File: src/hw/rtl/button_press_duration_classifier_macros.svh
// assertion macros of the button press duration classifier rtl
`ifndef BUTTON_PRESS_DURATION_CLASSIFIER_MACROS_SVH
`define BUTTON_PRESS_DURATION_CLASSIFIER_MACROS_SVH

// same-cycle implication, checked outside reset
`define BPDC_ASSERT_NOW(label, clk, rst, pre, post) \
   label: assert property (@(posedge clk) disable iff (rst) (pre) |-> (post)) \
      else $error("bpdc assertion failed");

// next-cycle implication, checked outside reset
`define BPDC_ASSERT_NEXT(label, clk, rst, pre, post) \
   label: assert property (@(posedge clk) disable iff (rst) (pre) |=> (post)) \
      else $error("bpdc assertion failed");

`endif

File: src/hw/rtl/bpdc_pkg.sv
// types, constants and helpers of the button press duration classifier
`default_nettype none

package bpdc_pkg;

   // width of the wrapping microsecond time base
   localparam int TIME_BITS    = 40;
   localparam int NOW_BITS     = 40;
   localparam int CMD_BITS     = 2;
   localparam int STATUS_BITS  = 3;
   localparam int MS_BITS      = 16;
   // a 16-bit millisecond value times 1000 fits in 26 bits
   localparam int US_BITS      = MS_BITS + 10;
   localparam int CSR_IDX_BITS = 8;

   typedef enum logic [CMD_BITS-1:0] {
      CMD_PRESS   = 2'd0,
      CMD_RELEASE = 2'd1,
      CMD_QUERY   = 2'd2
   } cmd_type;

   typedef enum logic [STATUS_BITS-1:0] {
      ST_NOTHING    = 3'd0,
      ST_START      = 3'd1,
      ST_STOP       = 3'd2,
      ST_TEST       = 3'd3,
      ST_BOOT_READY = 3'd4,
      ST_BOOTLOADER = 3'd5
   } status_type;

   typedef enum logic [CSR_IDX_BITS-1:0] {
      REG_START_MS     = 8'd0,
      REG_ABORT_MS     = 8'd1,
      REG_SELF_TEST_MS = 8'd2,
      REG_UPDATE_MS    = 8'd3
   } reg_idx_type;

   localparam logic [MS_BITS-1:0] START_MS_RST     = 16'd100;
   localparam logic [MS_BITS-1:0] ABORT_MS_RST     = 16'd3000;
   localparam logic [MS_BITS-1:0] SELF_TEST_MS_RST = 16'd5000;
   localparam logic [MS_BITS-1:0] UPDATE_MS_RST    = 16'd10000;

   // milliseconds to microseconds: x*1000 = x*1024 - x*16 - x*8
   function automatic logic [US_BITS-1:0] ms_to_us(input logic [MS_BITS-1:0] ms);
      logic [US_BITS-1:0] wide;
      wide     = US_BITS'(ms);
      ms_to_us = (wide << 10) - (wide << 4) - (wide << 3);
   endfunction

endpackage

`default_nettype wire

File: src/hw/rtl/bpdc_if.sv
// valid/ready channel interfaces of the button press duration classifier
`default_nettype none

// event and query transactions
interface bpdc_req_if;
   logic                            valid;
   logic                            ready;
   logic [bpdc_pkg::CMD_BITS-1:0]   command;
   logic [bpdc_pkg::NOW_BITS-1:0]   now_us;

   modport source (output valid, output command, output now_us, input ready);
   modport sink   (input valid, input command, input now_us, output ready);
endinterface

// status report transactions
interface bpdc_rsp_if;
   logic                              valid;
   logic                              ready;
   logic [bpdc_pkg::STATUS_BITS-1:0]  status;
   logic                              idle;

   modport source (output valid, output status, output idle, input ready);
   modport sink   (input valid, input status, input idle, output ready);
endinterface

// register write transactions
interface bpdc_csr_if;
   logic                               valid;
   logic                               ready;
   logic [bpdc_pkg::CSR_IDX_BITS-1:0]  index;
   logic [bpdc_pkg::MS_BITS-1:0]       data;

   modport source (output valid, output index, output data, input ready);
   modport sink   (input valid, input index, input data, output ready);
endinterface

`default_nettype wire

File: src/hw/rtl/button_press_duration_classifier.sv
// Button press duration classifier. Press and release edges and status queries
// arrive as req transactions carrying a 40-bit wrapping microsecond time. A
// transaction is registered on entry and processed against the press state
// from that input register; a status query then places its report in the rsp
// output register, where the report waits until it is taken. One transaction
// is accepted every cycle, limited only by a report that is still waiting in
// the rsp register when the next query needs it. Press and release edges, and
// unknown commands, give no report. Thresholds are written in milliseconds on
// the csr port (index 0 start, 1 abort, 2 self-test, 3 update; other indexes
// are ignored) and are held as microsecond values; write them only while no
// transaction is in flight. No clearing pass is needed after reset.
`default_nettype none

`include "button_press_duration_classifier_macros.svh"

module button_press_duration_classifier (
   input  wire logic   clock,
   input  wire logic   reset,
   bpdc_req_if.sink    req,
   bpdc_rsp_if.source  rsp,
   bpdc_csr_if.sink    csr
);

   localparam int TB = bpdc_pkg::TIME_BITS;
   localparam int UB = bpdc_pkg::US_BITS;

   // thresholds in microseconds
   logic [UB-1:0] start_us_ff, abort_us_ff, self_test_us_ff, update_us_ff;

   // input register
   logic                  s1_valid_ff;
   bpdc_pkg::cmd_type     s1_cmd_ff;
   logic [TB-1:0]         s1_time_ff;
   logic                  s1_adv;

   // press state
   logic                  press_held_ff, press_held_in;
   logic [TB-1:0]         press_time_ff, press_time_in;
   logic                  update_armed_ff, update_armed_in;
   bpdc_pkg::status_type  status_ff, status_in;

   // output register
   logic                  rsp_valid_ff;
   bpdc_pkg::status_type  rsp_status_ff, rsp_status_in;
   logic                  rsp_idle_ff, rsp_idle_in;
   logic                  s1_is_query;

   logic [TB-1:0]         held_us;

   // register writes, always taken
   assign csr.ready = 1'b1;

   always_ff @(posedge clock) begin
      if (reset) begin
         start_us_ff     <= bpdc_pkg::ms_to_us(bpdc_pkg::START_MS_RST);
         abort_us_ff     <= bpdc_pkg::ms_to_us(bpdc_pkg::ABORT_MS_RST);
         self_test_us_ff <= bpdc_pkg::ms_to_us(bpdc_pkg::SELF_TEST_MS_RST);
         update_us_ff    <= bpdc_pkg::ms_to_us(bpdc_pkg::UPDATE_MS_RST);
      end else if (csr.valid) begin
         case (csr.index)
            bpdc_pkg::REG_START_MS:     start_us_ff     <= bpdc_pkg::ms_to_us(csr.data);
            bpdc_pkg::REG_ABORT_MS:     abort_us_ff     <= bpdc_pkg::ms_to_us(csr.data);
            bpdc_pkg::REG_SELF_TEST_MS: self_test_us_ff <= bpdc_pkg::ms_to_us(csr.data);
            bpdc_pkg::REG_UPDATE_MS:    update_us_ff    <= bpdc_pkg::ms_to_us(csr.data);
            default: ;
         endcase
      end
   end

   // stage flow: only a query needs room in the output register
   assign s1_is_query = (s1_cmd_ff == bpdc_pkg::CMD_QUERY);
   assign s1_adv      = s1_valid_ff && (!s1_is_query || !rsp_valid_ff || rsp.ready);
   assign req.ready   = !s1_valid_ff || s1_adv;

   always_ff @(posedge clock) begin
      if (reset) begin
         s1_valid_ff <= 1'b0;
      end else if (req.ready) begin
         s1_valid_ff <= req.valid;
      end
   end

   always_ff @(posedge clock) begin
      if (req.ready && req.valid) begin
         s1_cmd_ff  <= bpdc_pkg::cmd_type'(req.command);
         s1_time_ff <= TB'(req.now_us);
      end
   end

   // held interval, modulo the time base
   assign held_us = s1_time_ff - press_time_ff;

   // next press state and report
   always_comb begin
      press_held_in   = press_held_ff;
      press_time_in   = press_time_ff;
      update_armed_in = update_armed_ff;
      status_in       = status_ff;
      rsp_status_in   = status_ff;
      rsp_idle_in     = 1'b0;
      case (s1_cmd_ff)
         bpdc_pkg::CMD_PRESS: begin
            press_time_in = s1_time_ff;
            press_held_in = 1'b1;
         end
         bpdc_pkg::CMD_RELEASE: begin
            if (press_held_ff) begin
               if (update_armed_ff) begin
                  status_in       = bpdc_pkg::ST_BOOTLOADER;
                  update_armed_in = 1'b0;
               end
               if (held_us > TB'(start_us_ff) && held_us < TB'(abort_us_ff)) begin
                  status_in = bpdc_pkg::ST_START;
               end
               if (held_us > TB'(self_test_us_ff) && held_us < TB'(update_us_ff)) begin
                  status_in = bpdc_pkg::ST_TEST;
               end
               press_held_in = 1'b0;
            end
         end
         bpdc_pkg::CMD_QUERY: begin
            if (press_held_ff) begin
               if (held_us > TB'(abort_us_ff)) begin
                  status_in = bpdc_pkg::ST_STOP;
               end
               if (held_us > TB'(update_us_ff) && !update_armed_ff) begin
                  update_armed_in = 1'b1;
                  status_in       = bpdc_pkg::ST_BOOT_READY;
               end
            end
            rsp_status_in = status_in;
            rsp_idle_in   = !press_held_ff && (status_in == bpdc_pkg::ST_NOTHING);
            // a report with no press held clears the status
            if (!press_held_ff) begin
               status_in = bpdc_pkg::ST_NOTHING;
            end
         end
         default: ;
      endcase
   end

   always_ff @(posedge clock) begin
      if (reset) begin
         press_held_ff   <= 1'b0;
         press_time_ff   <= '0;
         update_armed_ff <= 1'b0;
         status_ff       <= bpdc_pkg::ST_NOTHING;
      end else if (s1_adv) begin
         press_held_ff   <= press_held_in;
         press_time_ff   <= press_time_in;
         update_armed_ff <= update_armed_in;
         status_ff       <= status_in;
      end
   end

   // output register
   always_ff @(posedge clock) begin
      if (reset) begin
         rsp_valid_ff <= 1'b0;
      end else if (s1_adv && s1_is_query) begin
         rsp_valid_ff <= 1'b1;
      end else if (rsp.ready) begin
         rsp_valid_ff <= 1'b0;
      end
   end

   always_ff @(posedge clock) begin
      if (s1_adv && s1_is_query) begin
         rsp_status_ff <= rsp_status_in;
         rsp_idle_ff   <= rsp_idle_in;
      end
   end

   assign rsp.valid  = rsp_valid_ff;
   assign rsp.status = rsp_status_ff;
   assign rsp.idle   = rsp_idle_ff;

   // checks
   `BPDC_ASSERT_NOW(a_idle_means_nothing, clock, reset, rsp_valid_ff && rsp_idle_ff, rsp_status_ff == bpdc_pkg::ST_NOTHING)
   `BPDC_ASSERT_NOW(a_arm_only_while_held, clock, reset, $rose(update_armed_ff), press_held_ff)
   `BPDC_ASSERT_NEXT(a_query_gives_report, clock, reset, s1_adv && s1_is_query, rsp_valid_ff)
   `BPDC_ASSERT_NOW(a_stalled_stage_blocks_input, clock, reset, s1_valid_ff && !s1_adv, !req.ready)

endmodule

`default_nettype wire
File: src/flat_wrapper.sv
// flat-port wrapper written by rule: the top's interface ports become plain ports
module button_press_duration_classifier_flat 
  (clock, reset, req_valid, req_command, req_now_us, req_ready, rsp_valid, rsp_status, rsp_idle, rsp_ready, csr_valid, csr_index, csr_data, csr_ready);
  bpdc_req_if req_i ();
  bpdc_rsp_if rsp_i ();
  bpdc_csr_if csr_i ();
  input  wire logic clock;
  input  wire logic reset;
  input wire logic [$bits(req_i.valid)-1:0] req_valid;
  input wire logic [$bits(req_i.command)-1:0] req_command;
  input wire logic [$bits(req_i.now_us)-1:0] req_now_us;
  output wire logic [$bits(req_i.ready)-1:0] req_ready;
  output wire logic [$bits(rsp_i.valid)-1:0] rsp_valid;
  output wire logic [$bits(rsp_i.status)-1:0] rsp_status;
  output wire logic [$bits(rsp_i.idle)-1:0] rsp_idle;
  input wire logic [$bits(rsp_i.ready)-1:0] rsp_ready;
  input wire logic [$bits(csr_i.valid)-1:0] csr_valid;
  input wire logic [$bits(csr_i.index)-1:0] csr_index;
  input wire logic [$bits(csr_i.data)-1:0] csr_data;
  output wire logic [$bits(csr_i.ready)-1:0] csr_ready;
  assign req_i.valid = req_valid;
  assign req_i.command = req_command;
  assign req_i.now_us = req_now_us;
  assign req_ready = req_i.ready;
  assign rsp_valid = rsp_i.valid;
  assign rsp_status = rsp_i.status;
  assign rsp_idle = rsp_i.idle;
  assign rsp_i.ready = rsp_ready;
  assign csr_i.valid = csr_valid;
  assign csr_i.index = csr_index;
  assign csr_i.data = csr_data;
  assign csr_ready = csr_i.ready;
  button_press_duration_classifier u_core (.clock(clock), .reset(reset), .req(req_i), .rsp(rsp_i), .csr(csr_i));
endmodule
File: config.mk
export PLATFORM = sky130hd
export DESIGN_NAME = button_press_duration_classifier_flat
export DESIGN_NICKNAME = d
export VERILOG_FILES = /design/src/hw/rtl/bpdc_pkg.sv /design/src/hw/rtl/bpdc_if.sv /design/src/hw/rtl/button_press_duration_classifier.sv /design/src/flat_wrapper.sv
export VERILOG_INCLUDE_DIRS = /design/src /design/src/hw/rtl
export SDC_FILE = /design/constraint.sdc
export NUM_CORES = 1
export LEC_CHECK = 0
export ABC_AREA = 0
export BUFFER_PORTS_ARGS = -buffer_cell sky130_fd_sc_hd__buf_2
export CELL_PAD_IN_SITES_DETAIL_PLACEMENT = 0
export CELL_PAD_IN_SITES_GLOBAL_PLACEMENT = 1
export CORE_ASPECT_RATIO = 1.25
export CORE_UTILIZATION = 42
export DETAILED_ROUTE_END_ITERATION = 7
export GPL_TIMING_DRIVEN = 0
export PLACE_DENSITY = 0.78
export SLEW_MARGIN = 5
export SYNTH_ARGS = -nofsm -noshare
export SYNTH_HDL_FRONTEND = slang
export SYNTH_SLANG_ARGS = --single-unit
File: constraint.sdc
create_clock -name clock -period 5.51 [get_ports clock]
set_clock_uncertainty 0.05 [all_clocks]
set_input_delay 0.8265 -clock clock [delete_from_list [all_inputs] [get_ports clock]]
set_output_delay 0.8265 -clock clock [all_outputs]
set_load 0.03 [all_outputs]
==> results of run 1 <==
-- cell families after synthesis --
logic type,synth area share (%)
xor gates and xnor gates,3.30
buffers and inverters,7.19
AOI/OAI and AO/OA,21.3
DFF,33.4
and+or+nand+nor,16.4
adders and majority gates,18.1
other,0.0301
muxes,0.331
-- flip-flops by register name, summed over array words and instances (netlist names), 2 cells and up --
register	cells
u_core.status_ff	3
u_core.s1_time_ff	40
u_core.self_test_us_ff	23
u_core.s1_cmd_ff	2
u_core.update_us_ff	23
u_core.abort_us_ff	23
u_core.rsp.status	3
u_core.start_us_ff	23
u_core.press_time_ff	40
-- worst max path at each step --
stage                                              start                          endpoint  cells after the start
floorplan           u_core.press_time_ff[1]$_SDFFE_PP0P_  u_core.status_ff[1]$_SDFFE_PP0P_                     26
global placement          u_core.s1_time_ff[1]$_DFFE_PP_  u_core.status_ff[1]$_SDFFE_PP0P_                     25
detailed placement  u_core.press_time_ff[1]$_SDFFE_PP0P_  u_core.status_ff[1]$_SDFFE_PP0P_                     26
CTS                       u_core.s1_time_ff[1]$_DFFE_PP_  u_core.status_ff[0]$_SDFFE_PP0P_                     26
global route              u_core.s1_time_ff[0]$_DFFE_PP_  u_core.status_ff[0]$_SDFFE_PP0P_                     26
finish                    u_core.s1_time_ff[1]$_DFFE_PP_  u_core.status_ff[0]$_SDFFE_PP0P_                     26
-- final cells by class --
cell class | count | area, um^2 | area share, %
plain buffers | 52 | 201 | 1.41
clock buffers | 25 | 518 | 3.61
clock inverters | 5 | 58.8 | 0.410
inverters | 185 | 694 | 4.84
multi-input cells | 1097 | 7670 | 53.5
flip-flops and latches | 185 | 4170 | 29.1
well taps | 396 | 495 | 3.46
repair buffers | 94 | 528 | 3.68
-- worst reg2reg max path: cells and delay by family (launching register included) --
family	cells	cell delay, ps
AO/OA/AOI/OAI	12	2070
XOR/XNOR	1	200
adder cells (fa/ha/maj)	2	580
buffers and inverters	1	190
flip-flops	1	400
multiplexers	1	220
AND/OR/NAND/NOR	9	1640
-- metal layers --
metal  routed length (um)  global-route usage, %  vias to the layer above  part of all wire (%)
met5                    0                      0                        -                     0
met4                  862                   7.66                        0                   2.4
met3                  853                   2.61                       45                   2.4
met2                18600                   44.9                      175                    53
met1                15000                   27.9                     5138                    42
li1                     -                      -                     5532                     -
-- cell usage in the layout, fill, tap and decap left out, drive strengths merged, types with 10 or more instances in the layout --
cell / Yosys / routed
a21o: 36 / 36
xnor2: 29 / 29
inv: 185 / 187
o21ai: 61 / 61
xor2: 18 / 18
a211oi: 23 / 23
clkbuf: 49 / 74
nor2b: 12 / 12
edfxtp: 46 / 46
o21a: 14 / 14
nor3: 22 / 22
nand2b: 14 / 14
o211ai: 42 / 42
nor2: 80 / 80
ha: 164 / 164
nand3: 30 / 30
nand2: 226 / 226
nand4: 21 / 21
dfxtp: 139 / 139
a21oi: 175 / 175
buf: 3 / 97
fa: 10 / 10
-- through the flow --
stage                     worst slack [ps]  instances
after floorplan                        181       1519
after global placement               -1000       1991
after detailed placement             -1080       1992
after CTS                             -101       2032
after global routing                  -176       2039
final                                 31.6       2039
-- synth_stat cells (all sizes together) (5+ instances only) --
cell	number	area, um^2
nand2	226	848
inv	185	694
a21oi	175	887
ha	164	2050
dfxtp	139	2780
nor2	80	300
o21ai	61	305
clkbuf	49	184
edfxtp	46	1380
o211ai	42	320
a21o	36	270
nand3	30	150
xnor2	29	254
a211oi	23	178
nor3	22	110
nand4	21	131
xor2	18	158
nand2b	14	87.6
o21a	14	105
nor2b	12	75.1
fa	10	200
a31oi	9	56.3
and3	9	56.3
o21bai	7	52.6
nor4	6	43.8
o31ai	6	55.1
or3	6	37.5
a221oi	5	43.8
or2	5	31.3
-- repair_timing --
action                                  4_1_cts  5_1_grt
endpoints found under the hold margin         0        0
resized for setup                            29       16
setup buffers                                10        7
endpoints found under the setup margin        7        6
pin swaps                                    19       20
-- report_power, final --
part,internal [uW],switching (uW),leakage [uW]
clock,699,542,0.000284
sequential,1420,16.5,0.00157
combinational,376,609,0.00420
==> impl_metrics.toml, run 1 <==
[hold_path]
worstHoldStart = "u_core.press_time_ff[15]$_SDFFE_PP0P_"
hold_path_end = "u_core.press_time_ff[15]$_SDFFE_PP0P_"
min_path_cells = 2
hp-class = "register to register"

[clocking]
cts_max_level = 4
clkSlewWorstSetupHoldPaths_ps = 70
cts_buffer_depth = 2
insertion_delay_ps = 440
cts_root_buf = "clkbuf_16"
numCtsBuffers = 17
hold_buffers = 0
cts_sinks = 185
cts_tree = "yes"

[yosys]
synth-seq-cells = 185
synth_area_um2 = 12500
syn_inst = 1519
yosysWarnings = 0
syn_avg_cell_area_um2 = 8.21
synth_edf_count = 46
synth-async-reset-ratio_pct = 0
ys.flop_type = "dfxtp_1"
synth_nets = 1764
ys_types = 73
yosysSeqAreaShare_pct = 33.4

[sta]
final_max_slew_viol_count = 0
timing.final.hold_violations = 0
rsz0062_at_grt = "yes"
finalCritPeriodShare_pct = 99.4
setup_tns_ps = 0
tightestPinTransition_ps = 1330
fmax_ghz = 0.183
min_period_ps = 5480
hold_slack_ps = 404
setup_viol = 0
slew_headroom_pct = 10.6

[grt]
antenna_found_initial = 0
grt_pass1_wl_mm = 56.2
grt_pass1_vias = 10700
grt_overflow_total = 0
grt_usage_pct = 24.0
grt_max_degree = 26

[critical_path]
cpLargestDelayFamily = "compound AO/OA/AOI/OAI gates"
crit_buf_inv = 1
critPathLaunchType = "register"
crit_path_end_kind = "register"
arrival_ps = 5730
critPathKind = "register to register"
cp_max_fo = 3
r2r_cells = 26
r2r_start = "u_core.s1_time_ff[1]$_DFFE_PP_"
crit_slowest_cell = "edfxtp_1"
slowest_delay_ps = 400
rr_endpoint = "u_core.status_ff[0]$_SDFFE_PP0P_"
required_ps = 5760
r2r_setup_slack_ps = 30

[flow_run]
maxCapViolCount = 0

[detailed_routing]
drc = 0
drtPass1Iterations = 4
avgRoutedWirePerCell_um = 17.3
wl_mm = 35.3
first_iter_violations = 556
ant_nets = 0
vias = 10900
avgViaCountPerCell = 5.34

[layout]
antenna_cells = 0
utilization_pct = 49.0
drive_gt1_share_pct = 10.2
postLayoutCellArea_um2 = 14300
syn2layout_area_growth_pct = 15.0
fill_cells = 2959
finalNetCount = 1877

[floorplanning]
num_rows = 70
die_y_um = 195
ios = 78
coreArea_um2 = 29300
die_x_um = 156
dieArea_um2 = 30400
initial_core_util_pct = 42.6

[pwr]
power.density_nw_per_um2 = 256
total_power_uw = 3660
irDropWorstVdd_v = 0.000212
leakagePower_uw = 0.00605

[placed_design]
placedInstanceArea_um2 = 13400
dp_hpwl_mm = 28.0
gp_congestion = 0.944
port_buffers = 76

[run_status]
status = "completed"
No activity file was read; power rests on OpenSTA's default activity.
==> run 2, diff against run 1 <==
CORE_UTILIZATION = 44   (was 42)
CTS_BUF_LIST = sky130_fd_sc_hd__clkbuf_4 sky130_fd_sc_hd__clkbuf_8   (was not set)
PLACE_DENSITY = 0.81   (was 0.78)
==> run 2 against run 1 <==
Largest cell class unchanged; register-to-register slack got worse by 80 ps; via count hardly changed; sequential power about the same; clock power is 25% lower; the run now ends with DRC, setup timing left; die area fell by 4.5%; wire length decreased by 1.7%; maximum frequency decreased by 1.4%; critical path type unchanged; count of clock-buffer cells in the layout did not move; combinational power about the same.
==> impl_metrics.toml, run 2 (synthesized netlist as in run 1, its figures left out) <==
[sta]
slew_headroom_pct = 24.7
rsz0062_at_grt = "yes"
finalCritPeriodShare_pct = 101
min_period_ps = 5550
setup_tns_ps = -74.8
worst_slack_ps = -44.8
fmax_ghz = 0.180
final_max_slew_viol_count = 0
setup_viol = 2
timing.final.hold_violations = 0
tightestPinTransition_ps = 1120

[layout]
drive_gt1_share_pct = 10.1
fill_cells = 2716
reg.largest.list = "u_core.press_time_ff x40, u_core.s1_time_ff x40"
antenna_cells = 0
layout_commonest_cell = "nand2_1"
layout.cells.non_filler = 1990
layout_common_cells = "nand2_1, inv_1, a21oi_1, ha_1, dfxtp_1"
multi_input_area_um2 = 7650
finalNetCount = 1872
syn2layout_area_growth_pct = 12.5
seqCellArea_um2 = 4170

[clocking]
cts_root_buf = "clkbuf_8"
hold_buffers = 0
cts_buffer_depth = 2
cts_tree = "yes"
numCtsBuffers = 17
cts_max_level = 4
clkSlewWorstSetupHoldPaths_ps = 100
cts_sinks = 185
insertion_delay_ps = 490

[detailed_routing]
ant_nets = 0
first_iter_violations = 513
avgRoutedWirePerCell_um = 17.5
highest_layer = "met4"
drc = 2
wl_mm = 34.8
route.met3.wl_um = 959
vias = 10900
wl_met1_mm = 14.3
avgViaCountPerCell = 5.47
met2_length_mm = 18.6
drtPass1Iterations = 8

[hold_path]
hp-class = "register to register"

[floorplanning]
dieArea_um2 = 29000
die_y_um = 190
num_rows = 68
initial_core_util_pct = 44.9
coreArea_um2 = 27700
die_x_um = 153
ios = 78

[pwr]
leakagePower_uw = 0.00595
total_power_uw = 3340
power.density_nw_per_um2 = 238
irDropWorstVdd_v = 0.000137

[run_status]
violations = "DRC, setup timing"
status = "complete, but fails checks"

[grt]
grt_usage_pct = 24.4
grt_pass1_vias = 10600
antenna_found_initial = 0
grt_max_degree = 26
grt_pass1_wl_mm = 55.0
grt_overflow_total = 0

[critical_path]
cp_common_cell = "a21oi_1"
cpLargestDelayFamily = "compound AO/OA/AOI/OAI gates"
slowest_delay_ps = 580
crit_slowest_cell = "xor2_1"
crit_path_end_kind = "register"
critPathLaunchType = "register"
crit_buf_inv = 0
arrival_ps = 5850
critPathKind = "register to register"
cp_max_fo = 5
required_ps = 5810
worstPathCellList = "ha_1, nand2_1, o21ai_0, a211o_1, nor2_1, nor2_1, xor2_1, ha_1, a21oi_1, a21oi_1, a2111oi_4, a21oi_1, or3_1, or3_4, o2bb2ai_4, nand3b_1, o31a_1, a311oi_2, a211oi_2"

[placed_design]
dp_hpwl_mm = 27.7
dp_cells = 1946
port_buffers = 76
place_ws_ps = -1040
gp_congestion = 0.876

[flow_run]
maxCapViolCount = 0
-- run 2: path summary, 6_finish.rpt --
check,start,slack [ps],end,cells after the start
max,u_core.s1_time_ff[17]$_DFFE_PP_,-40,u_core.status_ff[1]$_SDFFE_PP0P_,19
max reg2reg,u_core.s1_time_ff[17]$_DFFE_PP_,-40,u_core.status_ff[1]$_SDFFE_PP0P_,19
min reg2reg,u_core.press_time_ff[38]$_SDFFE_PP0P_,410,u_core.press_time_ff[38]$_SDFFE_PP0P_,2
min,u_core.press_time_ff[38]$_SDFFE_PP0P_,410,u_core.press_time_ff[38]$_SDFFE_PP0P_,2
-- run 2: power by group --
group	leakage (uW)	total, uW	internal, uW	switching, uW
Clock	0.000209	924	425	499
Combinational	0.00417	984	369	615
Sequential	0.00157	1440	1420	16.8
Total	0.00595	3340	2210	1130
-- run 2: final cells by class --
| cell class | count | area share (%) |
|---|---|---|
| buffer | 52 | 1.44 |
| clock buffer | 25 | 2.27 |
| clock inverter | 7 | 0.455 |
| inverter | 185 | 4.95 |
| multi-input combinational | 1097 | 54.6 |
| sequential | 185 | 29.7 |
| tap | 350 | 3.12 |
| timing repair buffer | 89 | 3.50 |
-- run 2: per-layer routing --
metal / track usage, % / vias up
met4: 8.94 / 0
met3: 2.80 / 52
met2: 47.3 / 195
met5: 0 / -
met1: 27.1 / 5139
li1: - / 5507
-- run 2: tightest hold or removal path, delay by kind of cell (launching register included) --
| kind | cells | cell delay [ps] |
|---|---|---|
| flip-flops | 1 | 310 |
| AO/OA/AOI/OAI | 1 | 50 |
| AND/OR/NAND/NOR | 1 | 50 |
-- run 2: what timing repair did --
action,in CTS,in global routing
pin swaps,16,17
endpoints found under the setup margin,7,6
resized for setup,24,15
buffers inserted,7,5
-- run 2: per-stage QoR --
step	hold WS (ps)	instance area, um^2	util (%)
CTS	409	13900	50.1
global placement	391	13300	47.9
detailed placement	396	13300	48.0
floorplan	386	12500	-
global route	427	14000	50.6
finish	409	14000	50.6
==> run 3, diff against run 2 <==
GPL_TIMING_DRIVEN = 1   (was 0)
SETUP_SLACK_MARGIN = 0.2   (was not set)
==> run 3 against run 2 <==
The flow now finishes without violations; wire length shrank 3.7%; worst hold slack barely moved; maximum frequency up 2.5%; sequential share of layout area hardly changed; sequential power is essentially flat; final area is 0.12% higher; sequential cell count stayed put; largest power group unchanged.
==> impl_metrics.toml, run 3 (synthesized netlist as in run 1, its figures left out) <==
[detailed_routing]
avgRoutedWirePerCell_um = 17.0
first_iter_violations = 551
ant_nets = 0
avgViaCountPerCell = 5.50
vias = 10800
drtPass1Iterations = 7
wl_mm = 33.5
drc = 0

[sta]
worst_slack_ps = 88.7
timing.final.hold_violations = 0
slew_headroom_pct = 26.0
finalCritPeriodShare_pct = 98.4
rsz0062_at_grt = "yes"
tightestPinTransition_ps = 1110
min_period_ps = 5420
final_max_slew_viol_count = 0
fmax_ghz = 0.184
setup_viol = 0

[floorplanning]
num_rows = 68
initial_core_util_pct = 44.9
ios = 78
coreArea_um2 = 27700
die_y_um = 190
die_x_um = 153
dieArea_um2 = 29000

[placed_design]
dp_cells = 1931
place_ws_ps = -210
gp_congestion = 0.904
dp_hpwl_mm = 24.9
port_buffers = 76
placedInstanceArea_um2 = 13400

[grt]
antenna_found_initial = 0
grt_pass1_wl_mm = 53.7
grt_pass1_vias = 10800
grt_overflow_total = 0
grt_max_degree = 53
grt_usage_pct = 23.6

[layout]
postLayoutCellArea_um2 = 14000
drive_gt1_share_pct = 11.8
fill_cells = 2696
layout_commonest_cell = "nand2_1"
utilization_pct = 50.6
seqCellArea_um2 = 4160
layout.cells.non_filler = 1973
syn2layout_area_growth_pct = 12.6
layout_common_cells = "nand2_1, inv_1, a21oi_1, ha_1, dfxtp_1"
multi_input_area_um2 = 7580
reg.largest.list = "u_core.press_time_ff x40, u_core.s1_time_ff x40"
finalNetCount = 1855
antenna_cells = 0

[clocking]
cts_tree = "yes"
cts_max_level = 4
insertion_delay_ps = 500
cts_root_buf = "clkbuf_8"
hold_buffers = 0
numCtsBuffers = 17
cts_sinks = 185
cts_buffer_depth = 2
clkSlewWorstSetupHoldPaths_ps = 100

[critical_path]
required_ps = 5820
critPathKind = "register to register"
crit_slowest_cell = "edfxtp_1"
slowest_delay_ps = 410
crit_path_end_kind = "register"
critPathLaunchType = "register"
arrival_ps = 5730
cp_max_fo = 2

[pwr]
irDropWorstVdd_v = 0.000150
leakagePower_uw = 0.00603
total_power_uw = 3430
power.density_nw_per_um2 = 244

[hold_path]
hp-class = "register to register"

[flow_run]
maxCapViolCount = 0

[run_status]
status = "completed"
==> run 3: cell count changes in the layout (fill, tap and decap cells not counted), sizes merged <==
cell	delta
clkbuf	-55
buf	+32
bufinv	+2
clkinv	+2
clkinvlp	+1
inv	+1
==> run 3: layout make-up <==
class	count	share of cell area (%)
Multi-Input combinational cell	1097	54.0
Sequential cell	185	29.7
Timing Repair Buffer	124	5.30
Inverter	185	4.94
Tap cell	350	3.12
Clock buffer	19	1.82
Clock inverter	13	1.18
==> run 3: power breakdown <==
group | switching [uW] | internal, uW | total [uW]
sequential | 16.5 | 1420 | 1440
clock | 531 | 471 | 1000
combinational | 596 | 393 | 989
==> run 3: repair_timing <==
| item | 4_1_cts | 5_1_grt |
|---|---|---|
| resized for setup | 14 | 14 |
| setup buffers | 6 | 4 |
| endpoints found under the setup margin | 5 | 6 |
| pin swaps | 20 | 17 |
| endpoints found under the hold margin | 0 | 0 |
==> run 3: routing by layer <==
layer	track usage, %	routed length [um]	vias to the layer above	share of wire (%)
li1	-	-	5480	-
met1	27.0	14400	5081	43
met2	43.6	16800	231	50
met3	3.26	1230	52	3.7
met4	10.2	1040	0	3.1
met5	0	0	-	0
==> run 3: per-stage QoR <==
| stage | hold WS, ps | setup TNS (ps) |
|---|---|---|
| after detailed placement | 397 | -551 |
| after global routing | 421 | -299 |
| after CTS | 411 | 0 |
| after global placement | 392 | -163 |
| after floorplan | 386 | 0 |
| final | 409 | 0 |
==> run 3: worst paths after layout <==
check / startpoint / slack (ps) / cells past startpoint / to
setup / recovery: u_core.s1_time_ff[1]$_DFFE_PP_ / 90 / 25 / u_core.status_ff[1]$_SDFFE_PP0P_
hold / removal: u_core.press_time_ff[7]$_SDFFE_PP0P_ / 410 / 2 / u_core.press_time_ff[7]$_SDFFE_PP0P_
setup reg to reg: u_core.s1_time_ff[1]$_DFFE_PP_ / 90 / 25 / u_core.status_ff[1]$_SDFFE_PP0P_
hold reg to reg: u_core.press_time_ff[7]$_SDFFE_PP0P_ / 410 / 2 / u_core.press_time_ff[7]$_SDFFE_PP0P_
==> run 3: worst max-delay path, delay by kind of cell (launching register included) <==
| family | cells | cell delay, ps |
|---|---|---|
| AO/OA/AOI/OAI | 13 | 2350 |
| AND/OR/NAND/NOR | 9 | 1610 |
| adder cells (fa/ha/maj) | 2 | 600 |
| flip-flops | 1 | 410 |
| XOR/XNOR | 1 | 270 |
